**src/design/rde_pkg.sv**
```systemverilog
// Shared types and codes for the ring deque engine.
// Depends on nothing; rde_out_reg and ring_deque_engine refer to it by scoped names.
package rde_pkg;

    // Operation codes carried in the kind field of a request word.
    localparam logic [2:0] KIND_PUSH_FRONT = 3'd0;
    localparam logic [2:0] KIND_PUSH_BACK  = 3'd1;
    localparam logic [2:0] KIND_POP_FRONT  = 3'd2;
    localparam logic [2:0] KIND_POP_BACK   = 3'd3;
    localparam logic [2:0] KIND_LIST       = 3'd4;

    // Status codes returned in every response word.
    localparam logic [1:0] STATUS_OK    = 2'd0;
    localparam logic [1:0] STATUS_EMPTY = 2'd1;
    localparam logic [1:0] STATUS_FULL  = 2'd2;

    // Fixed widths of the response fields.
    localparam int ITEM_W = 32;
    localparam int OCC_W  = 5;

    // One response word as it travels to the output register.
    typedef struct packed {
        logic [1:0]        status;
        logic [ITEM_W-1:0] item;
        logic              last_of_run;
        logic [OCC_W-1:0]  occupancy;
    } result_t;

endpackage

```
**src/design/rde_ram.sv**
```systemverilog
// Generic single-write, single-read RAM with a registered read port.
// Depends on nothing; the contents are undefined until written.
module rde_ram #(
    parameter int WIDTH = 32,
    parameter int DEPTH = 16
) (
    input  logic                     clk,
    input  logic                     wr_en,
    input  logic [$clog2(DEPTH)-1:0] wr_addr,
    input  logic [WIDTH-1:0]         wr_data,
    input  logic                     rd_en,
    input  logic [$clog2(DEPTH)-1:0] rd_addr,
    output logic [WIDTH-1:0]         rd_data
);

    logic [WIDTH-1:0] mem [DEPTH];

    // Write port.
    always_ff @(posedge clk)
    begin
        if (wr_en)
        begin
            mem[wr_addr] <= wr_data;
        end
    end

    // Registered read port; the data holds until the next read.
    always_ff @(posedge clk)
    begin
        if (rd_en)
        begin
            rd_data <= mem[rd_addr];
        end
    end

endmodule

```
**src/design/rde_out_reg.sv**
```systemverilog
// One-deep output register that holds a response word until it is taken.
// Depends on rde_pkg for the response word type.
module rde_out_reg (
    input  logic             clk,
    input  logic             rst_n,
    input  logic             load,
    input  rde_pkg::result_t word_in,
    output logic             free,
    output logic             rsp_valid,
    input  logic             rsp_stall,
    output rde_pkg::result_t word_out
);

    logic             valid_reg;
    logic             valid_next;
    rde_pkg::result_t word_reg;

    // The slot can take a word when it is empty or its word leaves now.
    assign free = !valid_reg || !rsp_stall;

    always_comb
    begin
        valid_next = valid_reg;
        if (load)
        begin
            valid_next = 1'b1;
        end
        else if (valid_reg && !rsp_stall)
        begin
            valid_next = 1'b0;
        end
    end

    // Valid flag under reset.
    always_ff @(posedge clk or negedge rst_n)
    begin
        if (!rst_n)
        begin
            valid_reg <= 1'b0;
        end
        else
        begin
            valid_reg <= valid_next;
        end
    end

    // Payload register; it changes only when a new word is loaded.
    always_ff @(posedge clk)
    begin
        if (load)
        begin
            word_reg <= word_in;
        end
    end

    assign rsp_valid = valid_reg;
    assign word_out  = word_reg;

endmodule

```
**src/design/ring_deque_engine.sv**
```systemverilog
// Double-ended queue of signed values kept in a ring memory.
// The request channel (req_valid, req_stall, kind, value) takes one word per
// operation: push front, push back, pop front, pop back or list all. The
// response channel (rsp_valid, rsp_stall, status, item, last_of_run,
// occupancy) returns the results from a one-deep output register.
// A push or a pop is done in the cycle it is accepted and its single response
// word is valid in the next cycle; a new request may follow at once, so these
// run at one word per cycle when the receiver keeps up. Kinds 5 to 7 are
// taken and dropped without a response.
// A list of N held entries reads the ring memory once per entry: each entry
// passes the registered read port of the ring memory and then the output
// register, and the words follow one per cycle while the receiver keeps up.
// Listing an empty queue gives one word.
// While a list runs, req_stall stays high.
// When the receiver stalls, the output register holds its word and the block
// raises req_stall (or pauses the list) until the word is taken.
// Reset empties the queue at once; the ring memory needs no clearing pass,
// since only entries that were written are ever read.
// Depends on rde_pkg, rde_ram and rde_out_reg.
module ring_deque_engine #(
    parameter int DEPTH      = 16,
    parameter int DATA_WIDTH = 32
) (
    input  logic               clk,
    input  logic               rst_n,
    input  logic               req_valid,
    output logic               req_stall,
    input  logic [2:0]         kind,
    input  logic signed [31:0] value,
    output logic               rsp_valid,
    input  logic               rsp_stall,
    output logic [1:0]         status,
    output logic signed [31:0] item,
    output logic               last_of_run,
    output logic [4:0]         occupancy
);

    localparam int IDX_W = $clog2(DEPTH);
    localparam int CNT_W = $clog2(DEPTH + 1);
    localparam logic [IDX_W-1:0] LAST_IDX = IDX_W'(DEPTH - 1);
    localparam logic [CNT_W-1:0] FULL_CNT = CNT_W'(DEPTH);

    typedef enum logic [1:0] {
        ST_IDLE = 2'b01,
        ST_LIST = 2'b10
    } state_t;

    state_t           state_reg;
    state_t           state_next;
    logic [IDX_W-1:0] head_reg;
    logic [IDX_W-1:0] head_next;
    logic [IDX_W-1:0] tail_reg;
    logic [IDX_W-1:0] tail_next;
    logic [CNT_W-1:0] count_reg;
    logic [CNT_W-1:0] count_next;
    logic [IDX_W-1:0] walk_reg;
    logic [IDX_W-1:0] walk_next;
    logic [CNT_W-1:0] left_reg;
    logic [CNT_W-1:0] left_next;

    logic             accept;
    logic             out_free;
    logic             out_load;
    rde_pkg::result_t out_word;
    rde_pkg::result_t rsp_word;

    logic                  ram_wr_en;
    logic [IDX_W-1:0]      ram_wr_addr;
    logic [DATA_WIDTH-1:0] ram_wr_data;
    logic                  ram_rd_en;
    logic [IDX_W-1:0]      ram_rd_addr;
    logic [DATA_WIDTH-1:0] ram_rd_data;

    logic [IDX_W-1:0] head_inc;
    logic [IDX_W-1:0] head_dec;
    logic [IDX_W-1:0] tail_inc;
    logic [IDX_W-1:0] tail_dec;
    logic [IDX_W-1:0] walk_inc;
    logic             is_full;
    logic             is_empty;

    // Ring index arithmetic, wrapping at DEPTH.
    assign head_inc = (head_reg == LAST_IDX) ? '0 : head_reg + 1'b1;
    assign head_dec = (head_reg == '0) ? LAST_IDX : head_reg - 1'b1;
    assign tail_inc = (tail_reg == LAST_IDX) ? '0 : tail_reg + 1'b1;
    assign tail_dec = (tail_reg == '0) ? LAST_IDX : tail_reg - 1'b1;
    assign walk_inc = (walk_reg == LAST_IDX) ? '0 : walk_reg + 1'b1;

    assign is_full  = (count_reg == FULL_CNT);
    assign is_empty = (count_reg == '0);

    // Requests are taken only when idle and the output slot has room.
    assign req_stall = !((state_reg == ST_IDLE) && out_free);
    assign accept    = req_valid && !req_stall;

    // The pushed value is sign-extended or cut to the stored width.
    assign ram_wr_data = DATA_WIDTH'(value);

    // Operation control: pointer updates, ring access and response word.
    always_comb
    begin
        state_next  = state_reg;
        head_next   = head_reg;
        tail_next   = tail_reg;
        count_next  = count_reg;
        walk_next   = walk_reg;
        left_next   = left_reg;
        ram_wr_en   = 1'b0;
        ram_wr_addr = tail_reg;
        ram_rd_en   = 1'b0;
        ram_rd_addr = head_reg;
        out_load    = 1'b0;
        out_word.status      = rde_pkg::STATUS_OK;
        out_word.item        = '0;
        out_word.last_of_run = 1'b1;
        out_word.occupancy   = rde_pkg::OCC_W'(count_reg);

        case (state_reg)
            ST_IDLE:
            begin
                if (accept)
                begin
                    case (kind)
                        rde_pkg::KIND_PUSH_FRONT, rde_pkg::KIND_PUSH_BACK:
                        begin
                            out_load = 1'b1;
                            if (is_full)
                            begin
                                out_word.status = rde_pkg::STATUS_FULL;
                            end
                            else
                            begin
                                ram_wr_en  = 1'b1;
                                count_next = count_reg + 1'b1;
                                if (kind == rde_pkg::KIND_PUSH_FRONT)
                                begin
                                    head_next   = head_dec;
                                    ram_wr_addr = head_dec;
                                end
                                else
                                begin
                                    tail_next   = tail_inc;
                                    ram_wr_addr = tail_reg;
                                end
                                out_word.occupancy = rde_pkg::OCC_W'(count_next);
                            end
                        end
                        rde_pkg::KIND_POP_FRONT, rde_pkg::KIND_POP_BACK:
                        begin
                            out_load = 1'b1;
                            if (is_empty)
                            begin
                                out_word.status = rde_pkg::STATUS_EMPTY;
                            end
                            else
                            begin
                                count_next = count_reg - 1'b1;
                                if (kind == rde_pkg::KIND_POP_FRONT)
                                begin
                                    head_next = head_inc;
                                end
                                else
                                begin
                                    tail_next = tail_dec;
                                end
                                out_word.occupancy = rde_pkg::OCC_W'(count_next);
                            end
                        end
                        rde_pkg::KIND_LIST:
                        begin
                            if (is_empty)
                            begin
                                out_load        = 1'b1;
                                out_word.status = rde_pkg::STATUS_EMPTY;
                            end
                            else
                            begin
                                // Fetch the front entry; the walk starts next cycle.
                                ram_rd_en   = 1'b1;
                                ram_rd_addr = head_reg;
                                walk_next   = head_reg;
                                left_next   = count_reg;
                                state_next  = ST_LIST;
                            end
                        end
                        default:
                        begin
                            // Unused kinds are dropped without a response.
                        end
                    endcase
                end
            end
            ST_LIST:
            begin
                // Emit the fetched entry and fetch the next one in the same cycle.
                if (out_free)
                begin
                    out_load             = 1'b1;
                    out_word.item        = rde_pkg::ITEM_W'(ram_rd_data);
                    out_word.last_of_run = (left_reg == CNT_W'(1));
                    if (left_reg == CNT_W'(1))
                    begin
                        state_next = ST_IDLE;
                    end
                    else
                    begin
                        ram_rd_en   = 1'b1;
                        ram_rd_addr = walk_inc;
                        walk_next   = walk_inc;
                        left_next   = left_reg - 1'b1;
                    end
                end
            end
            default:
            begin
                state_next = ST_IDLE;
            end
        endcase
    end

    // Control registers.
    always_ff @(posedge clk or negedge rst_n)
    begin
        if (!rst_n)
        begin
            state_reg <= ST_IDLE;
            head_reg  <= '0;
            tail_reg  <= '0;
            count_reg <= '0;
            walk_reg  <= '0;
            left_reg  <= '0;
        end
        else
        begin
            state_reg <= state_next;
            head_reg  <= head_next;
            tail_reg  <= tail_next;
            count_reg <= count_next;
            walk_reg  <= walk_next;
            left_reg  <= left_next;
        end
    end

    // Ring storage.
    rde_ram #(
        .WIDTH (DATA_WIDTH),
        .DEPTH (DEPTH)
    ) u_ring (
        .clk     (clk),
        .wr_en   (ram_wr_en),
        .wr_addr (ram_wr_addr),
        .wr_data (ram_wr_data),
        .rd_en   (ram_rd_en),
        .rd_addr (ram_rd_addr),
        .rd_data (ram_rd_data)
    );

    // Output register toward the receiver.
    rde_out_reg u_out (
        .clk       (clk),
        .rst_n     (rst_n),
        .load      (out_load),
        .word_in   (out_word),
        .free      (out_free),
        .rsp_valid (rsp_valid),
        .rsp_stall (rsp_stall),
        .word_out  (rsp_word)
    );

    assign status      = rsp_word.status;
    assign item        = rsp_word.item;
    assign last_of_run = rsp_word.last_of_run;
    assign occupancy   = rsp_word.occupancy;

    // The count never passes the ring size.
    a_count_bound: assert property (@(posedge clk) disable iff (!rst_n)
        count_reg <= FULL_CNT)
    else $error("entry count exceeds ring depth");

    // Head, tail and count stay consistent around the ring.
    a_ring_consistent: assert property (@(posedge clk) disable iff (!rst_n)
        ((32'(head_reg) + 32'(count_reg)) % DEPTH) == 32'(tail_reg))
    else $error("head, tail and count disagree");

    // A list walk never changes the contents; this checks that the entry count stays.
    a_list_keeps_count: assert property (@(posedge clk) disable iff (!rst_n)
        (state_reg == ST_LIST) |=> (count_reg == $past(count_reg)))
    else $error("entry count changed during a list");

    // A walk in progress always has an entry left to emit.
    a_list_left: assert property (@(posedge clk) disable iff (!rst_n)
        (state_reg == ST_LIST) |-> (left_reg != '0))
    else $error("list walk with nothing left");

    // Every list word but the last is followed by more of the same walk.
    a_list_continues: assert property (@(posedge clk) disable iff (!rst_n)
        (state_reg == ST_LIST && out_load && !out_word.last_of_run)
        |=> (state_reg == ST_LIST))
    else $error("list walk ended before its last word");

endmodule
```
**config.mk**
```make
export PLATFORM = sky130hd
export DESIGN_NAME = ring_deque_engine
export DESIGN_NICKNAME = d
export VERILOG_FILES = /design/src/design/rde_pkg.sv /design/src/design/rde_ram.sv /design/src/design/rde_out_reg.sv /design/src/design/ring_deque_engine.sv
export SDC_FILE = /design/constraint.sdc
export NUM_CORES = 1
export LEC_CHECK = 0
export ABC_CLOCK_PERIOD_IN_PS = 4300
export BUFFER_PORTS_ARGS = -buffer_cell sky130_fd_sc_hd__buf_2
export CORE_ASPECT_RATIO = 0.5
export CORE_MARGIN = 2
export CORE_UTILIZATION = 25
export CTS_CLUSTER_DIAMETER = 60
export DETAILED_ROUTE_END_ITERATION = 12
export GPL_TIMING_DRIVEN = 0
export PLACE_DENSITY = 0.48
export SYNTH_ARGS = -nofsm -noshare
export SYNTH_HDL_FRONTEND = slang
export SYNTH_SLANG_ARGS = --single-unit
export TNS_END_PERCENT = 100
```
**constraint.sdc**
```tcl
create_clock -name clk -period 4.3 [get_ports clk]
set_input_delay 0.215 -clock clk [delete_from_list [all_inputs] [get_ports clk]]
set_output_delay 0.215 -clock clk [all_outputs]
set_load 0.01 [all_outputs]
```
**Yosys cells after proc, flatten, opt, wreduce, memory -nomap -nowiden**

Memories as Yosys holds them, arrays and structs flattened. A register that Yosys moved wholly into a read port is not among the register bits.
Index checks and enable logic that the tools add are counted.

- Input port bits: 39
- Memory bits (writable): 512
- Bits in registers: 65
- Output and inout port bits: 42
- Logic and storage cells: 135
- Memories kept: 1

Memories:

| memory | depth | width | rd ports | clocked after memory_dff | wr ports | RTL line | text |
|---|---|---|---|---|---|---|---|
| u_ring.mem | 16 | 32 | 1 | 1 | 1 | rde_ram.sv:16 | `logic [WIDTH-1:0] mem [DEPTH];` |

- Add/subtract/negate cells: 8
- Reductions and logical operators: 24
- Equality and inequality tests: 23
- Muxes and demuxes: 68

Operator list:

| kind | number |
|---|---|
| $mux W4 | 26 |
| $mux W5 | 9 |
| $pmux W4 S2 | 3 |
| $ne A2 B2 Y1 const B | 11 |
| $pmux W5 S2 | 2 |
| $mux W1 | 17 |
| $reduce_and A7 Y1 | 2 |
| $add A4 B1 Y4 const B | 3 |
| $eq A4 B4 Y1 const B | 3 |
| $mux W2 | 6 |
| $sub A5 B1 Y5 const B | 2 |
| $logic_not A4 Y1 | 2 |
| $pmux W2 S2 | 2 |
| $sub A4 B1 Y4 const B | 2 |
| $eq A3 B2 Y1 const B | 2 |
| $pmux W1 S2 | 3 |
| $reduce_and A6 Y1 | 1 |
| $reduce_bool A2 Y1 | 3 |
| $add A5 B1 Y5 const B | 1 |
| $eq A5 B1 Y1 const B | 1 |
| $eq A5 B5 Y1 const B | 1 |
| $logic_not A5 Y1 | 1 |
| $reduce_and A5 Y1 | 1 |
| $reduce_and A2 Y1 | 2 |
| other kinds (12) | 17 |

**Longest topological paths before layout**

- Word-level depth: 8
- Gate-level depth with buffers: 12
- Mapped depth without buffers: 9

**Hierarchy**

From an unflattened synthesis, not the netlist that was laid out.

- Cell total of the unflattened synthesis: 1,160
- Area total of the unflattened synthesis: 23,580.1 µm²

Modules (own cells, without submodules):

| module | seq. area each (µm²) | instances | cells each | area each (µm²) |
|---|---|---|---|---|
| rde_ram | 16,335.7 | 1 | 838 | 20,155.6 |
| ring_deque_engine | 601.8 | 1 | 279 | 2,187.1 |
| rde_out_reg | 1,226.2 | 1 | 43 | 1,237.4 |

**Worst setup path before layout**

Ideal clock, no wire load.

- Path kind: flip-flop to flip-flop
- Start: register state_reg[0]
- End: memory u_ring.mem[12][0], enable pin
- Buffers on the path: 1
- Arrival time: 4,205 ps
- Setup time: 461 ps
- Period minus slack after synthesis: 4,666 ps
- Data required time: 3,839 ps
- Stages on the path, launching flop included: 9
- Setup slack: -366 ps
- Cells stage by stage: dfstp_2 -> ha_1 -> a21bo_2 -> nor3_2 -> and3_1 -> clkbuf_1 -> nand3_1 -> o21a_1 -> nor3_1

- Word-level cells in the longest chain between the ends: 7
- Elaborated cells on any way between the ends: 9
- Classes of those cells: 1 x eq/ne; 6 x mux; 2 x reduce/logical

RTL lines:

| what | RTL line | text |
|---|---|---|
| start, declared | ring_deque_engine.sv:48 | `state_t state_reg;` |
| start signal, assigned | ring_deque_engine.sv:235 | `state_reg <= state_next;` |
| $eq A2 B1 Y1 * | ring_deque_engine.sv:93, ring_deque_engine.sv:118 |  |
| $logic_and A1 B1 Y1 | ring_deque_engine.sv:93 | `assign req_stall = !((state_reg == ST_IDLE) && out_free);` |
| $logic_and A1 B1 Y1 | ring_deque_engine.sv:94 | `assign accept = req_valid && !req_stall;` |
| $mux W1 | ring_deque_engine.sv:121 | `if (accept)` |
| $mux W1 | ring_deque_engine.sv:118 | `case (state_reg)` |
| $mux W1 | rde_ram.sv:21 | `if (wr_en)` |
| $mux W1 (not written as such) | rde_ram.sv:23 | `mem[wr_addr] <= wr_data;` |
| end, declared | rde_ram.sv:16 |  |

Mark *: on every way between the ends. The rest lies on a longest branch, timed or not.

**Worst setup path in the final report**

- Start: register state_reg[0]
- End: memory u_ring.mem[8][22], enable pin

The elaborated chain is that of the path after synthesis.

==> summary.txt <==
Status
  • Status: finished, final reports clean

Finish
  • Max reg flops: 512
  • Most flops, register: u_ring.mem
  • Finished Cell Area: 29100 µm²
  • Layout cells sized above 1: 0.182
  • Final nets: 1743
  • Area growth syn-to-layout: 22.0%
  • Final Non-Filler Cells: 3012
  • Antenna diodes: 0
  • Layout fillers: 9383

CTS
  • CTS sink count: 609
  • H-tree levels: 3
  • Post-CTS setup buffers: 0
  • CTS tree: yes
  • CTS root buffer: clkbuf_16
  • CTS buffer count: 67
  • Max Buffers Root-to-Sink: 3
  • Worst-skew pair later-pin latency: 610 ps
  • Clock Pin Slew Worst Setup and Hold Paths: 60 ps

Synthesis
  • FF+latch count, synth: 609
  • Post-synth net total: 1503
  • Main flop type after synthesis: edfxtp_1
  • Cells after synthesis: 1452
  • Post-synthesis cell area: 23900 µm²
  • Post-Syn Area per Cell: 16.4 µm²
  • Async set-reset flop share out of synthesis: 0.0411
  • Synth warn: 0
  • Post-synth EDFFs: 584
  • Sequential share of the synthesized area: 0.761
  • Yosys cell types: 65

STA
  • Final Skew: 20.1 ps
  • Setup WS post-layout: 267 ps
  • Fin. Hold Viols: 0
  • Final Max Slew Viols: 0
  • Period utilization: 0.938
  • Slew HR: 0.166
  • RSZ-0062 raised after global routing: no
  • Setup violators final: 0
  • Tmin final: 4030 ps
  • Max Clock Freq: 248 MHz
  • Slew @ Worst Pin: 1250 ps

Route
  • WL per Instance: 22.6 µm
  • Final WL: 68000 µm
  • DR iter-0 viols: 1494
  • Drt first pass iters: 6
  • Post-DRT Antenna Nets: 0
  • Vias per inst: 4.63
  • DRC: 0
  • Via Count: 13900

Placed design
  • Pre-CTS setup slack: 235 ps
  • Buffers on Ports: 80
  • Cells after DPL: 2862
  • Post-DP HPWL: 45300 µm
  • Routability cong.: 0.763
  • Post-DP Area: 26800 µm²

Critical path
  • Arrival @ worst endpoint: 4340 ps
  • Worst-path maximum fanout: 8
  • Type of origin of the critical path: register
  • CP Capture Point: u_ring.mem[8][22]
  • CP Data Required Time: 4610 ps
  • Worst Setup SP: state_reg[0]
  • Worst R2R End: u_ring.mem[8][22]
  • Worst R2R Setup Slack: 270 ps
  • Critical path class: reg -> reg
  • Worst setup EP type: register
  • Worst reg2reg startpoint: state_reg[0]
  • R2R cell count: 10

Pwr
  • Max IR drop VDD: 0.393 mV
  • Switching pwr: 6780 µW
  • Clock group share of total power: 0.282
  • Comb power frac: 0.331
  • Leakage: 0.00962 µW
  • PD cells: 649 nW/µm²
  • Internal power: 12100 µW
  • Net Sw Frac: 0.359
  • Sequential Power Share: 0.387

Flow run
  • Max-cap violations: 0

Global route
  • First-pass GRT wire length: 97200 µm
  • GRT Total Usage: 0.137
  • Largest net degree at the start of global routing: 27
  • Initial antenna violation count: 2
  • Grt total ovfl: 0
  • Number of global-route vias before repair: 13700

Die
  • Num ports: 81
  • Placeable Area: 94900 µm²
  • Die Span X: 441 µm
  • Die height: 222 µm
  • Die area: 98000 µm²
  • Initial core utilization: 0.251
  • Row count: 80

Worst hold path
  • HP Class: in -> reg
worst min path at each step:
| stage | from | to | slack (ps) | cells past startpoint |
|---|---|---|---|---|
| final | value[10] | u_ring.mem[12][10] | 30 | 1 |
| after floorplan | rst_n | count_reg[0] | -80 | 0 |
| after global placement | rst_n | state_reg[1] | 280 | 1 |
| after CTS | value[18] | u_ring.mem[15][18] | 2 | 1 |
| after global routing | value[6] | u_ring.mem[12][6] | 10 | 1 |
| after detailed placement | rst_n | state_reg[1] | 280 | 1 |
stage by stage:
step | utilization | hold slack, ps | power [µW] | setup TNS [ps]
floorplan | - | -80.6 | 11100 | -127930
global placement | 0.273 | 285 | 13600 | -1668350
detailed placement | 0.282 | 282 | 13800 | 0
CTS | 0.307 | 1.83 | 19100 | 0
global route | 0.307 | 13.7 | 19800 | 0
finish | 0.307 | 31.9 | 18900 | 0
Yosys cell counts (2+ instances only):
master	number	area (µm²)
a21bo_2	2	20.0
a21oi_1	25	125
a221oi_1	66	578
a22oi_2	2	25.0
a31oi_1	2	12.5
a32oi_1	66	578
and2_1	36	225
and3_1	2	12.5
and4_1	32	280
buf_1	2	7.51
buf_2	37	185
buf_4	14	105
clkbuf_1	29	109
dfrtp_1	24	601
edfxtp_1	584	17500
ha_1	12	150
inv_1	16	60.1
mux2_2	3	33.8
mux2i_1	135	1350
nand2_1	149	559
nand2b_1	11	68.8
nand3_1	11	55.1
nand3b_1	2	15.0
nand4b_1	2	17.5
nand4bb_1	2	22.5
nor2_1	22	82.6
nor3_1	25	125
nor3b_1	3	22.5
o211ai_1	3	22.5
o21ai_0	55	275
o21ai_1	33	165
o22ai_1	5	31.3
o31ai_1	5	37.5
xnor2_1	4	35.0
worst max-delay path, stage by stage, from the launching register on:
cell and delay [ps]:
dfstp_2 540, ha_1 290, a21bo_2 290, nor3_2 300, and3_1 220, clkbuf_1 260
nand3_1 150, o21a_1 290, nor3_2 920, buf_6 290, buf_8 170
layer usage:
metal | global-route usage | up-vias | part of all wire
met3 | 0.0235 | 93 | 0.059
met2 | 0.220 | 420 | 0.47
met5 | 0 | - | 0.00040
met4 | 0.0327 | 4 | 0.021
met1 | 0.193 | 7152 | 0.45
li1 | - | 6279 | -
cells in the final DEF (no fill, tap or decap), types with 16 or more instances in the layout:
cell and instances:
a21oi_1 23, dfrtp_1 24, edfxtp_1 584, clkbuf_16 68, mux2i_1 135, nand2_1 149, inv_1 16, buf_6 39
o21ai_0 55, clkbuf_1 47, dlygate4sd3_1 32, a221oi_1 66, and2_1 36, and4_1 32, o21ai_1 33, a32oi_1 66
nor2_1 20, buf_2 117
area by class of cell:
class,count,area (µm²),share of cell area
clock inverter,32,225,0.00774
buffer,82,407,0.0140
tap,1271,1590,0.0546
inverter,17,66.3,0.00228
multi-input combinational,744,5350,0.184
clock buffer,86,1770,0.0608
timing repair buffer,171,1540,0.0528
sequential,609,18200,0.624
power by group through the flow:
stage / Sequential, µW / Clock [µW] / Combinational, µW
global route: 7360 / 5660 / 6760
global placement: 7470 / 0 / 6160
finish: 7310 / 5330 / 6260
floorplan: 7460 / 0 / 3600
CTS: 7320 / 5440 / 6350
detailed placement: 7430 / 0 / 6320
what timing repair did:
action,4_1_cts,5_1_grt
hold endpoints to repair,452,0
setup endpoints to repair,0,26
gates resized for setup,0,1
hold buffers,32,0
cell families after synthesis:
family	Yosys count	synth area share
DFF	609	0.761
buffers and inverters	99	0.0198
adders and majority gates	12	0.00629
AOI/OAI and AO/OA	279	0.0845
and+or+nand+nor	309	0.0671
muxes	139	0.0590
xor gates and xnor gates	5	0.00184
No activity file was read; power rests on OpenSTA's default activity.
